## config.mk

```make
export PLATFORM = sky130hd
export DESIGN_NAME = stpt_ctrl
export DESIGN_NICKNAME = d
export VERILOG_FILES = /design/src/sv/stpt_pkg.sv /design/src/sv/stpt_ctrl.sv
export SDC_FILE = /design/constraint.sdc
export NUM_CORES = 1
export LEC_CHECK = 0
export BUFFER_PORTS_ARGS = -buffer_cell sky130_fd_sc_hd__buf_2
export CAP_MARGIN = 30
export CORE_AREA = 2 2 39 41
export DETAILED_ROUTE_END_ITERATION = 7
export DIE_AREA = 0 0 41 43
export PLACE_DENSITY_LB_ADDON = 0.08
export SLEW_MARGIN = 20
export SYNTH_ARGS = -nofsm -noshare
export SYNTH_HDL_FRONTEND = slang
export SYNTH_SLANG_ARGS = --single-unit
```

## constraint.sdc

```tcl
create_clock -name clock -period 2.6 [get_ports clock]
set_clock_uncertainty 0.15 [all_clocks]
set_input_delay 0 -clock clock [delete_from_list [all_inputs] [get_ports clock]]
set_output_delay 0 -clock clock [all_outputs]
set_load 0.01 [all_outputs]
```

## src/sv/stpt_pkg.sv

```systemverilog
// Widths, constants and controller/datapath types of the two-prime sum test.
package stpt_pkg;

   localparam int VALUE_WIDTH = 40;
   localparam int SUM_WIDTH   = VALUE_WIDTH + 1;
   localparam int DIV_WIDTH   = (SUM_WIDTH + 1) / 2 + 1;
   localparam int SQ_WIDTH    = SUM_WIDTH + 1;
   localparam int CNT_WIDTH   = $clog2(SUM_WIDTH + 1);

   localparam int SMALLEST_YES_SUM  = 4;
   localparam int FIRST_ODD_DIVISOR = 3;
   localparam int DIVISOR_STEP      = 2;

   typedef struct packed {
      logic load_sum;
      logic load_v;
      logic start_div;
      logic step_div;
      logic next_div;
   } stpt_cmd_type;

   typedef struct packed {
      logic sum_small;
      logic sum_even;
      logic sq_le_v;
      logic div_done;
      logic rem_zero;
   } stpt_stat_type;

endpackage

```

## src/sv/stpt_ctrl.sv

```systemverilog
// Controller: sequences classification, trial division and result hand-off.
module stpt_ctrl import stpt_pkg::*; (
   input  logic          clock,
   input  logic          reset,
   input  logic          req_valid,
   output logic          req_ready,
   output logic          rsp_valid,
   input  logic          rsp_ready,
   output logic          rsp_bit,
   input  stpt_stat_type stat,
   output stpt_cmd_type  cmd
);

   typedef enum logic [2:0] {
      IDLE,
      CLASSIFY,
      CHECK,
      DIVIDE,
      FINISH
   } state_type;

   state_type state_ff, state_in;
   logic      ans_ff, ans_in;
   logic      rsp_valid_ff, rsp_valid_in;
   logic      rsp_bit_ff, rsp_bit_in;

   assign req_ready = state_ff == IDLE;
   assign rsp_valid = rsp_valid_ff;
   assign rsp_bit   = rsp_bit_ff;

   always_comb begin
      state_in     = state_ff;
      ans_in       = ans_ff;
      rsp_valid_in = rsp_valid_ff;
      rsp_bit_in   = rsp_bit_ff;
      cmd          = '0;
      // Drop the result word once taken
      if (rsp_valid_ff && rsp_ready) begin
         rsp_valid_in = 1'b0;
      end
      case (state_ff)
         IDLE: begin
            if (req_valid) begin
               cmd.load_sum = 1'b1;
               state_in     = CLASSIFY;
            end
         end
         CLASSIFY: begin
            if (stat.sum_small) begin
               ans_in   = 1'b0;
               state_in = FINISH;
            end else if (stat.sum_even) begin
               ans_in   = 1'b1;
               state_in = FINISH;
            end else begin
               cmd.load_v = 1'b1;
               state_in   = CHECK;
            end
         end
         CHECK: begin
            if (!stat.sq_le_v) begin
               ans_in   = 1'b1;
               state_in = FINISH;
            end else begin
               cmd.start_div = 1'b1;
               state_in      = DIVIDE;
            end
         end
         DIVIDE: begin
            if (!stat.div_done) begin
               cmd.step_div = 1'b1;
            end else if (stat.rem_zero) begin
               ans_in   = 1'b0;
               state_in = FINISH;
            end else begin
               cmd.next_div = 1'b1;
               state_in     = CHECK;
            end
         end
         FINISH: begin
            // Hold until the output register is free
            if (!rsp_valid_ff || rsp_ready) begin
               rsp_valid_in = 1'b1;
               rsp_bit_in   = ans_ff;
               state_in     = IDLE;
            end
         end
         default: begin
            state_in = IDLE;
         end
      endcase
   end

   always_ff @(posedge clock) begin
      if (reset) begin
         state_ff     <= IDLE;
         ans_ff       <= 1'b0;
         rsp_valid_ff <= 1'b0;
         rsp_bit_ff   <= 1'b0;
      end else begin
         state_ff     <= state_in;
         ans_ff       <= ans_in;
         rsp_valid_ff <= rsp_valid_in;
         rsp_bit_ff   <= rsp_bit_in;
      end
   end

endmodule

```

==> summary.txt, run 1 <==
Synthesis
  • Post-synth EDFFs: 0
  • Post-Synthesis Cell Area: 353 sq um
  • Synth Flop Type: dfxtp_1
  • Distinct cells, synth: 22
  • Commonest cells post-synth: 6 x dfxtp_1, 4 x nand2_1, 4 x nor2_1, 3 x mux2i_1, 3 x nor3_1
  • Most frequent cell after synthesis: dfxtp_1
  • Fraction of registers with async set/reset: 0
  • Avg Cell Area, Syn: between 8 and 9 sq um
  • Mapped Cells: 42
  • Synth top area cells: dfxtp_1 34%, mux2i_1 8.5%, nor3_1 4.3%
  • Synth warnings: 0
  • Synth area leader: dfxtp_1
  • Mapped Nets: 51
  • Yosys reg bits: 6
  • Top-area cell type share of the netlist area: 0.340
  • Seq/Total Area, Yosys: 0.340

Setup path
  • Top delay family on crit path: buffers and inverters
  • Worst Path Required: 2.62 ns
  • CP max-delay cell: dlygate4sd3_1
  • CP Data Arrival Time: between 1.5 and 2 ns
  • Crit path max fanout: 9
  • CP Launch Type: flop
  • WS Path Type: flop to flop
  • Crit end category: flop
  • Bufs and invs on worst path: 1
  • CP peak stage delay: 0.57 ns
  • Crit-path cells: nand2b_1 > or4_4 > dlygate4sd3_1 > a31oi_1

Clock network
  • CTS tree: done
  • PostCTS Resize Cnt: 0
  • Total CTS buffers: 3
  • Clock tree buffer depth: 2
  • Reg clk slew, reported paths: around 0.050 ns
  • Setup bufs post-CTS: 0
  • Max H-tree Level: 1
  • Clk sinks: 6
  • # hold bufs at CTS: 6
  • CTS root buf: clkbuf_4
  • Worst-Skew Late Latency: 0.24 ns

Floorplan
  • Die extent in y: 43 um
  • I/O pin count: 17
  • Initial Util: 0.255
  • Die area: 1760 sq um
  • Core ar.: 1380 sq um
  • Row count: 14
  • Die width: around 40 um

Hold path
  • Hold Crit Class: primary input to flop

Cells and area
  • Fraction of layout cells with a size suffix above 1: 0.394
  • Area delta synth->final: 48.6%
  • Fin util: 0.379
  • Post-route insts no fill: 82
  • Post-Layout Inst Area: 524 sq um
  • Multi-input gate area: 214 sq um
  • Filler cell count: 159
  • Nets: 77
  • Reg area: 120 sq um
  • Inserted Diodes: 0

Global route
  • Vias in the first global route: 341
  • Pin count of the biggest net entering global routing: 10
  • GRT Util Overall: 0.124
  • Overflow after GRT: 0
  • First-pass GRT wire length: 1.43 mm
  • Initial antenna violation count: 0

STA
  • Slew @ Worst Pin: 0.264 ns
  • Fin crit period: 1.93 ns
  • Fmax: 519 MHz
  • RSZ-0062 raised after global routing: false
  • Final WS setup: 0.671 ns
  • Slew Limit Fails: 0
  • Slew HR: 0.823
  • Final Cycle Share: 0.742
  • Setup TNS Final: 0 ns
  • Setup Viol. Count Final: 0
  • Endpoints failing hold: 0

Detailed routing
  • WL final: 833 um
  • Number of antenna-violating nets in the routed design: 0
  • Drc violations: 0
  • Pre-antenna DRT Iters: 3
  • Vias per cell: 4.65
  • Average wire per standard cell: 10.2 um
  • DR iter-0 viols: 2
  • Vias: 381

Pwr
  • Max VDD drop: 0.000250 V
  • Power Dens Cells: 445 nW/um^2
  • Leak: around 0.00026 uW

Placed design
  • Place WS: around 1.1 ns
  • RD Place Congestion: ~0.65
  • Number of port buffers: 16
  • DPL Wire Length: 642 um
  • Inst Count DP: 73
  • Placed inst area: between 400 and 500 sq um

Outcome
  • Status: completed

Run
  • Max Cap Viol: 0
[registers in the layout, summed over array words and instances (netlist names)]
signal,count
state_ff,3
ans_ff,1
rsp_bit,1
rsp_valid,1
[power by group]
group          switching (uW)  leakage, uW  internal, uW  total [uW]
combinational            18.6     0.000193          24.7        43.3
clock                    34.9    0.0000138          52.3        87.2
sequential               5.82    0.0000489          96.9         103
total                    59.3     0.000255           174         233
[tightest hold or removal path: cells and delay by family]
family	cells	cell delay, ns
compound gates	2	0.22
buf+inv	1	0.09
simple gates	1	0.05
[path summary, 6_finish.rpt]
kind	slack (ns)	cells past startpoint	startpoint	endpoint
max	0.67	4	state_ff[0]$_SDFFE_PP0P_	state_ff[1]$_SDFFE_PP0P_
min	0.02	4	stat[0]	state_ff[1]$_SDFFE_PP0P_
max reg2reg	0.67	4	state_ff[0]$_SDFFE_PP0P_	state_ff[1]$_SDFFE_PP0P_
min reg2reg	0.33	2	ans_ff$_SDFFE_PP0P_	rsp_bit$_SDFFE_PP0P_
[cell type report]
cell class,count,share of cell area
multi-input combinational,33,0.408
tap,16,0.0382
inverter,2,0.0143
timing repair buffer,22,0.267
clock buffer,3,0.0430
sequential,6,0.229
[logic make-up (layout without fill, tap and decap cells)]
group	count (synthesis)	count (layout)	share of synthesized area
simple gates	26	26	0.454
flops	6	6	0.340
compound gates	4	4	0.0674
mux	3	3	0.0851
buf+inv	3	27	0.0532
[through the flow]
step,total power (uW),hold slack (ns)
2_1_floorplan,128,-0.0997
6_report,233,0.0217
4_1_cts,240,0.0284
3_5_place_dp,143,0.106
5_1_grt,253,0.0504
3_3_place_gp,143,0.107
[cells in the final DEF (no fill, tap or decap)]
cell type / netlist / final
buf_2: 0 / 16
nand3b_1: 1 / 1
mux2i_1: 3 / 3
nand2b_1: 2 / 2
or2_2: 2 / 2
and2_1: 1 / 1
nand3_2: 1 / 1
a31oi_1: 1 / 1
clkbuf_4: 0 / 3
inv_1: 2 / 2
nand2_1: 4 / 4
nor3_1: 3 / 3
or4_4: 1 / 1
a21oi_1: 2 / 2
dfxtp_1: 6 / 6
nand3_1: 1 / 1
or2b_1: 1 / 1
dlygate4sd3_1: 0 / 6
o211ai_1: 1 / 1
and3b_2: 1 / 1
and2b_2: 1 / 1
nor2_1: 4 / 4
or2b_2: 1 / 1
nor3b_1: 2 / 2
[metal layers]
metal  global-route usage  routed length [um]  vias up
met3               0.0942                  74        0
met4                    0                   0        0
met2                0.178                 386       12
met1                0.155                 372      176
li1                     -                   -      193
met5                    0                   0        -
Note: power is estimated with default switching activity, not from simulation.
==> run 2, diff against run 1 <==
==> constraint.sdc (replaced) <==
create_clock -name clock -period 1.8 [get_ports clock]
set_clock_uncertainty 0.15 [all_clocks]
set_input_delay 0 -clock clock [delete_from_list [all_inputs] [get_ports clock]]
set_output_delay 0 -clock clock [all_outputs]
set_load 0.01 [all_outputs]
==> summary.txt, run 2 (synthesis gave the netlist of run 1 again) <==
Outcome
  • Status: completed

Setup path
  • R2r worst-path depth: 4
  • CP Data Arrival Time: 1.43 ns
  • CP Launch Type: flop
  • WS Path Type: flop to primary output
  • Crit path max fanout: 9
  • Worst Path Required: 1.65 ns
  • Crit end category: primary output

Clock network
  • Reg clk slew, reported paths: 0.05 ns
  • PostCTS Resize Cnt: 0
  • Clock tree buffer depth: 2
  • CTS root buf: clkbuf_4
  • Total CTS buffers: 3
  • CTS tree: done
  • Clk sinks: 6
  • Setup bufs post-CTS: 0
  • Worst-Skew Late Latency: 0.24 ns
  • Max H-tree Level: 1

Cells and area
  • Inserted Diodes: 0
  • Multi-input gate area: 214 sq um
  • Fin util: 0.372
  • Reg area: 120 sq um
  • Filler cell count: 159
  • Most frequent cells in the layout: 16 x buf_2, 6 x dfxtp_1, 5 x dlygate4sd3_1, 4 x nand2_1, 4 x nor2_1
  • Post-route insts no fill: 81
  • Area delta synth->final: 45.7%
  • Largest register by flop count: state_ff
  • Fraction of layout cells with a size suffix above 1: 0.400
  • Nets: 76
  • Commonest non-fill, non-tap cell in the layout: buf_2
  • Largest register FFs: 3

Placed design
  • Inst Count DP: 73
  • Number of port buffers: 16
  • RD Place Congestion: 0.651
  • DPL Wire Length: 642 um

STA
  • Slew @ Worst Pin: about 0.27 ns
  • WHS: 0.0266 ns
  • Slew Limit Fails: 0
  • Final Cycle Share: 0.875
  • Endpoints failing hold: 0
  • RSZ-0062 raised after global routing: false
  • Slew HR: 0.818
  • Fmax: 635 MHz
  • Setup TNS Final: 0 ns
  • Fin crit period: 1.58 ns
  • Setup Viol. Count Final: 0

Hold path
  • Hold path cells: 4
  • Hold Crit Class: primary input to flop

Floorplan
  • Die width: 41 um
  • Initial Util: 0.255
  • I/O pin count: 17
  • Row count: 14
  • Die extent in y: 43 um
  • Core ar.: 1380 sq um
  • Die area: roughly 1800 sq um

Pwr
  • Final Total Pwr: 336 uW
  • Power Dens Cells: 653 nW/um^2
  • Max VDD drop: 0.000361 V
  • Leak: between 0.0002 and 0.0003 uW

Detailed routing
  • Average wire per standard cell: 10.2 um
  • WL final: 827 um
  • Number of antenna-violating nets in the routed design: 0
  • Drc violations: 0
  • Pre-antenna DRT Iters: 3
  • Vias: 376
  • Vias per cell: 4.64
  • DR iter-0 viols: 2

Global route
  • First-pass GRT wire length: 1.41 mm
  • GRT Util Overall: 0.123
  • Initial antenna violation count: 0
  • Pin count of the biggest net entering global routing: 10
  • Overflow after GRT: 0
  • Vias in the first global route: 338

Run
  • Max Cap Viol: 0
run 2: worst paths after layout:
kind / endpoint / from / slack (ns)
setup / recovery: cmd[3] / state_ff[0]$_SDFFE_PP0P_ / 0.22
hold / removal: state_ff[1]$_SDFFE_PP0P_ / stat[0] / 0.03
setup reg to reg: rsp_valid$_SDFF_PP0_ / state_ff[0]$_SDFFE_PP0P_ / 0.24
hold reg to reg: rsp_bit$_SDFFE_PP0P_ / ans_ff$_SDFFE_PP0P_ / 0.33
run 2: final cells by class:
type	instances	area share
Tap cell	16	0.0389
Inverter	2	0.0146
Timing Repair Buffer	21	0.253
Multi-Input combinational cell	33	0.416
Clock buffer	3	0.0438
Sequential cell	6	0.234
run 2: worst max-delay path, cell delays in order (launching register included):
cell	delay (ns)
dfxtp_1	0.46
nand2b_1	0.10
or4_4	0.44
inv_1	0.06
buf_2	0.12
run 2: metrics by stage:
stage / worst slack (ns) / area [sq um]
2_1_floorplan: 0.439 / 353
3_3_place_gp: 0.339 / 442
3_5_place_dp: 0.324 / 442
4_1_cts: 0.197 / 514
5_1_grt: 0.0793 / 514
6_report: 0.225 / 514
run 2: per-layer routing:
layer,part of all wire,wire [um],GRT usage,vias up
li1,-,-,-,191
met1,0.44,368,0.152,173
met2,0.46,384,0.178,12
met3,0.089,74,0.0942,0
met4,0,0,0,0
met5,0,0,0,-
run 2: timing repair:
item / 4_1_cts / 5_1_grt
endpoints found under the setup margin: 0 / 0
endpoints found under the hold margin: 6 / 0
hold buffers: 5 / 0
run 2: power breakdown:
| group | internal (uW) | switching [uW] | leakage (uW) |
|---|---|---|---|
| Combinational | 34.9 | 26.8 | 0.000191 |
| Sequential | 140 | 8.40 | 0.0000489 |
| Clock | 75.6 | 50.4 | 0.0000138 |
==> run 3, diff against run 2 <==
--- a/config.mk
+++ b/config.mk
@@ -5,6 +5,7 @@
 export SDC_FILE = /design/constraint.sdc
 export NUM_CORES = 1
 export LEC_CHECK = 0
+export ABC_AREA = 1
 export BUFFER_PORTS_ARGS = -buffer_cell sky130_fd_sc_hd__buf_2
 export CAP_MARGIN = 30
 export CORE_AREA = 2 2 39 41
==> summary.txt, run 3 <==
Floorplan
  • I/O pin count: 17
  • Die extent in y: 43 um
  • Initial Util: 0.278
  • Die area: 1760 sq um
  • Die width: 41 um
  • Row count: 14
  • Core ar.: approximately 1400 sq um

Synthesis
  • Fraction of registers with async set/reset: 0
  • Post-Synthesis Cell Area: 384 sq um
  • Synth top area cells: dfxtp_1 31%, inv_1 18%, nand2_1 13%
  • Mapped Cells: between 60 and 70
  • Mapped Nets: 75
  • Synth Flop Type: dfxtp_1
  • Synth warnings: 0
  • Distinct cells, synth: 11
  • Most frequent cell after synthesis: inv_1
  • Synth area leader: dfxtp_1
  • Post-synth EDFFs: 0
  • Avg Cell Area, Syn: slightly below 6 sq um
  • Top-area cell type share of the netlist area: 0.313
  • Seq/Total Area, Yosys: 0.313
  • Yosys reg bits: 6
  • Commonest cells post-synth: 18 x inv_1, 13 x nand2_1, 7 x a21oi_1, 7 x nand3_1, 7 x nor2_1

Detailed routing
  • M1 WL: 433 um
  • WL final: a little over 900 um
  • DR iter-0 viols: 5
  • Number of antenna-violating nets in the routed design: 0
  • Wire length on met2: 447 um
  • Pre-antenna DRT Iters: 4
  • Vias per cell: about 4.3
  • Vias: about 450
  • Drc violations: 0
  • Met3 wire len: 48 um
  • Average wire per standard cell: about 8.9 um
  • Highest metal used: met3

Clock network
  • Total CTS buffers: 3
  • Reg clk slew, reported paths: 0.05 ns
  • Setup bufs post-CTS: 0
  • Worst-Skew Late Latency: 0.25 ns
  • CTS tree: done
  • Clock tree buffer depth: 2
  • Clk sinks: 6
  • Max H-tree Level: 1
  • CTS root buf: clkbuf_4

Pwr
  • Psw: 125 uW
  • Internal power: 265 uW
  • Part of the power in registers: 0.402
  • Max VDD drop: 0.000256 V
  • Leak: 0.000341 uW
  • Power Dens Cells: ~680 nW/um^2
  • Sw Ratio: 0.321
  • Clock share of power: 0.331
  • Logic gate share of total power: 0.267

STA
  • Endpoints failing hold: 0
  • Setup Viol. Count Final: 0
  • RSZ-0062 raised after global routing: false
  • Slew HR: 0.878
  • Fmax: 786 MHz
  • Slew @ Worst Pin: 0.183 ns
  • Fin crit period: 1.27 ns
  • Final Cycle Share: 0.707
  • Slew Limit Fails: 0
  • Setup TNS Final: 0 ns

Setup path
  • CP Launch Type: flop
  • Worst Path Required: between 1.5 and 2 ns
  • R2r worst-path depth: 7
  • CP Data Arrival Time: 1.12 ns
  • WS Path Type: flop to primary output
  • Crit path max fanout: 4
  • Crit end category: primary output

Global route
  • Overflow after GRT: 0
  • Pin count of the biggest net entering global routing: 8
  • First-pass GRT wire length: between 1 and 1.5 mm
  • GRT Util Overall: 0.114
  • Vias in the first global route: approximately 350
  • Initial antenna violation count: 0

Placed design
  • RD Place Congestion: roughly 0.73
  • DPL Wire Length: between 700 and 800 um
  • Inst Count DP: 98
  • Placed inst area: 484 sq um
  • Number of port buffers: 16

Cells and area
  • Area delta synth->final: 48.5%
  • Largest register FFs: 3
  • Inserted Diodes: 0
  • Fin util: 0.412
  • Post-Layout Inst Area: 571 sq um
  • Post-route insts no fill: 104
  • Commonest non-fill, non-tap cell in the layout: inv_1
  • Fraction of layout cells with a size suffix above 1: 0.352
  • Most frequent cells in the layout: 18 x inv_1, 16 x buf_2, 13 x nand2_1, 7 x a21oi_1, 6 x nand3_1
  • Nets: 99
  • Largest register by flop count: state_ff

Hold path
  • Hold Crit Class: primary input to flop
  • Hold path cells: 5

Outcome
  • Status: completed

Run
  • Max Cap Viol: 0
## run 3: changes by cell type after synthesis, sizes merged, moves of 2 or more
cell / before / now
a21oi: 2 / 7
inv: 2 / 18
mux2i: 3 / 0
nand2: 4 / 15
nand2b: 2 / 0
nand3: 2 / 7
nor2: 4 / 10
nor3: 3 / 1
nor3b: 2 / 0
o21ai: 0 / 2
or2: 2 / 0
or2b: 2 / 0
## run 3: power groups by stage
stage | sequential [uW] | combinational [uW] | clock, uW
floorplan | 157 | 62.3 | 0
global placement | 157 | 96.1 | 0
detailed placement | 157 | 95.8 | 0
CTS | 154 | 102 | 136
global route | 158 | 117 | 139
finish | 157 | 104 | 129
## run 3: per-layer routing
layer / vias up / GRT usage
met4: 0 / 0.100
met3: 0 / 0.0157
met2: 10 / 0.166
met5: - / 0
met1: 187 / 0.138
li1: 248 / -
## run 3: cell families (layout without fill, tap and decap cells)
logic type / Yosys count / after routing / share of synthesized area
AO/OA/AOI/OAI: 9 / 9 / 0.117
buffers and inverters: 18 / 40 / 0.176
flip-flops: 6 / 6 / 0.313
AND/OR/NAND/NOR: 33 / 33 / 0.394
## run 3: area by class of cell
type | count | area (sq um)
Multi-Input combinational cell | 42 | 221
Inverter | 18 | 67.6
Fill cell | 164 | 813
Tap cell | 16 | 20.0
Timing Repair Buffer | 19 | 110
Sequential cell | 6 | 129
Clock buffer | 3 | 22.5
## run 3: timing repair
item / CTS / global route
hold buffers: 4 / 0
gates resized for setup: 0 / 11
hold endpoints to repair: 6 / 0
setup endpoints to repair: 0 / 1
## run 3: worst paths after layout
path,start,end,slack (ns)
worst min register to register,ans_ff$_SDFFE_PP0P_,rsp_bit$_SDFFE_PP0P_,0.30
worst max-delay path,state_ff[1]$_SDFFE_PP0P_,cmd[0],0.53
worst min-delay path,stat[2],state_ff[1]$_SDFFE_PP0P_,0.02
worst max register to register,state_ff[1]$_SDFFE_PP0P_,ans_ff$_SDFFE_PP0P_,0.54
## run 3: stage by stage
step	worst slack [ns]	total power [uW]	hold WS, ns
finish	0.527	390	0.0197
global route	0.444	415	0.0543
CTS	0.0275	392	0.0362
detailed placement	0.495	253	0.0820
global placement	0.498	253	0.0806
floorplan	0.654	219	-0.0809
## run 3: critical path, cell delays in order, from the launching register on
cell	delay (ns)
dfxtp_4	0.36
nand2_1	0.09
nor2_4	0.13
nand2_1	0.08
nor2_1	0.08
buf_2	0.13
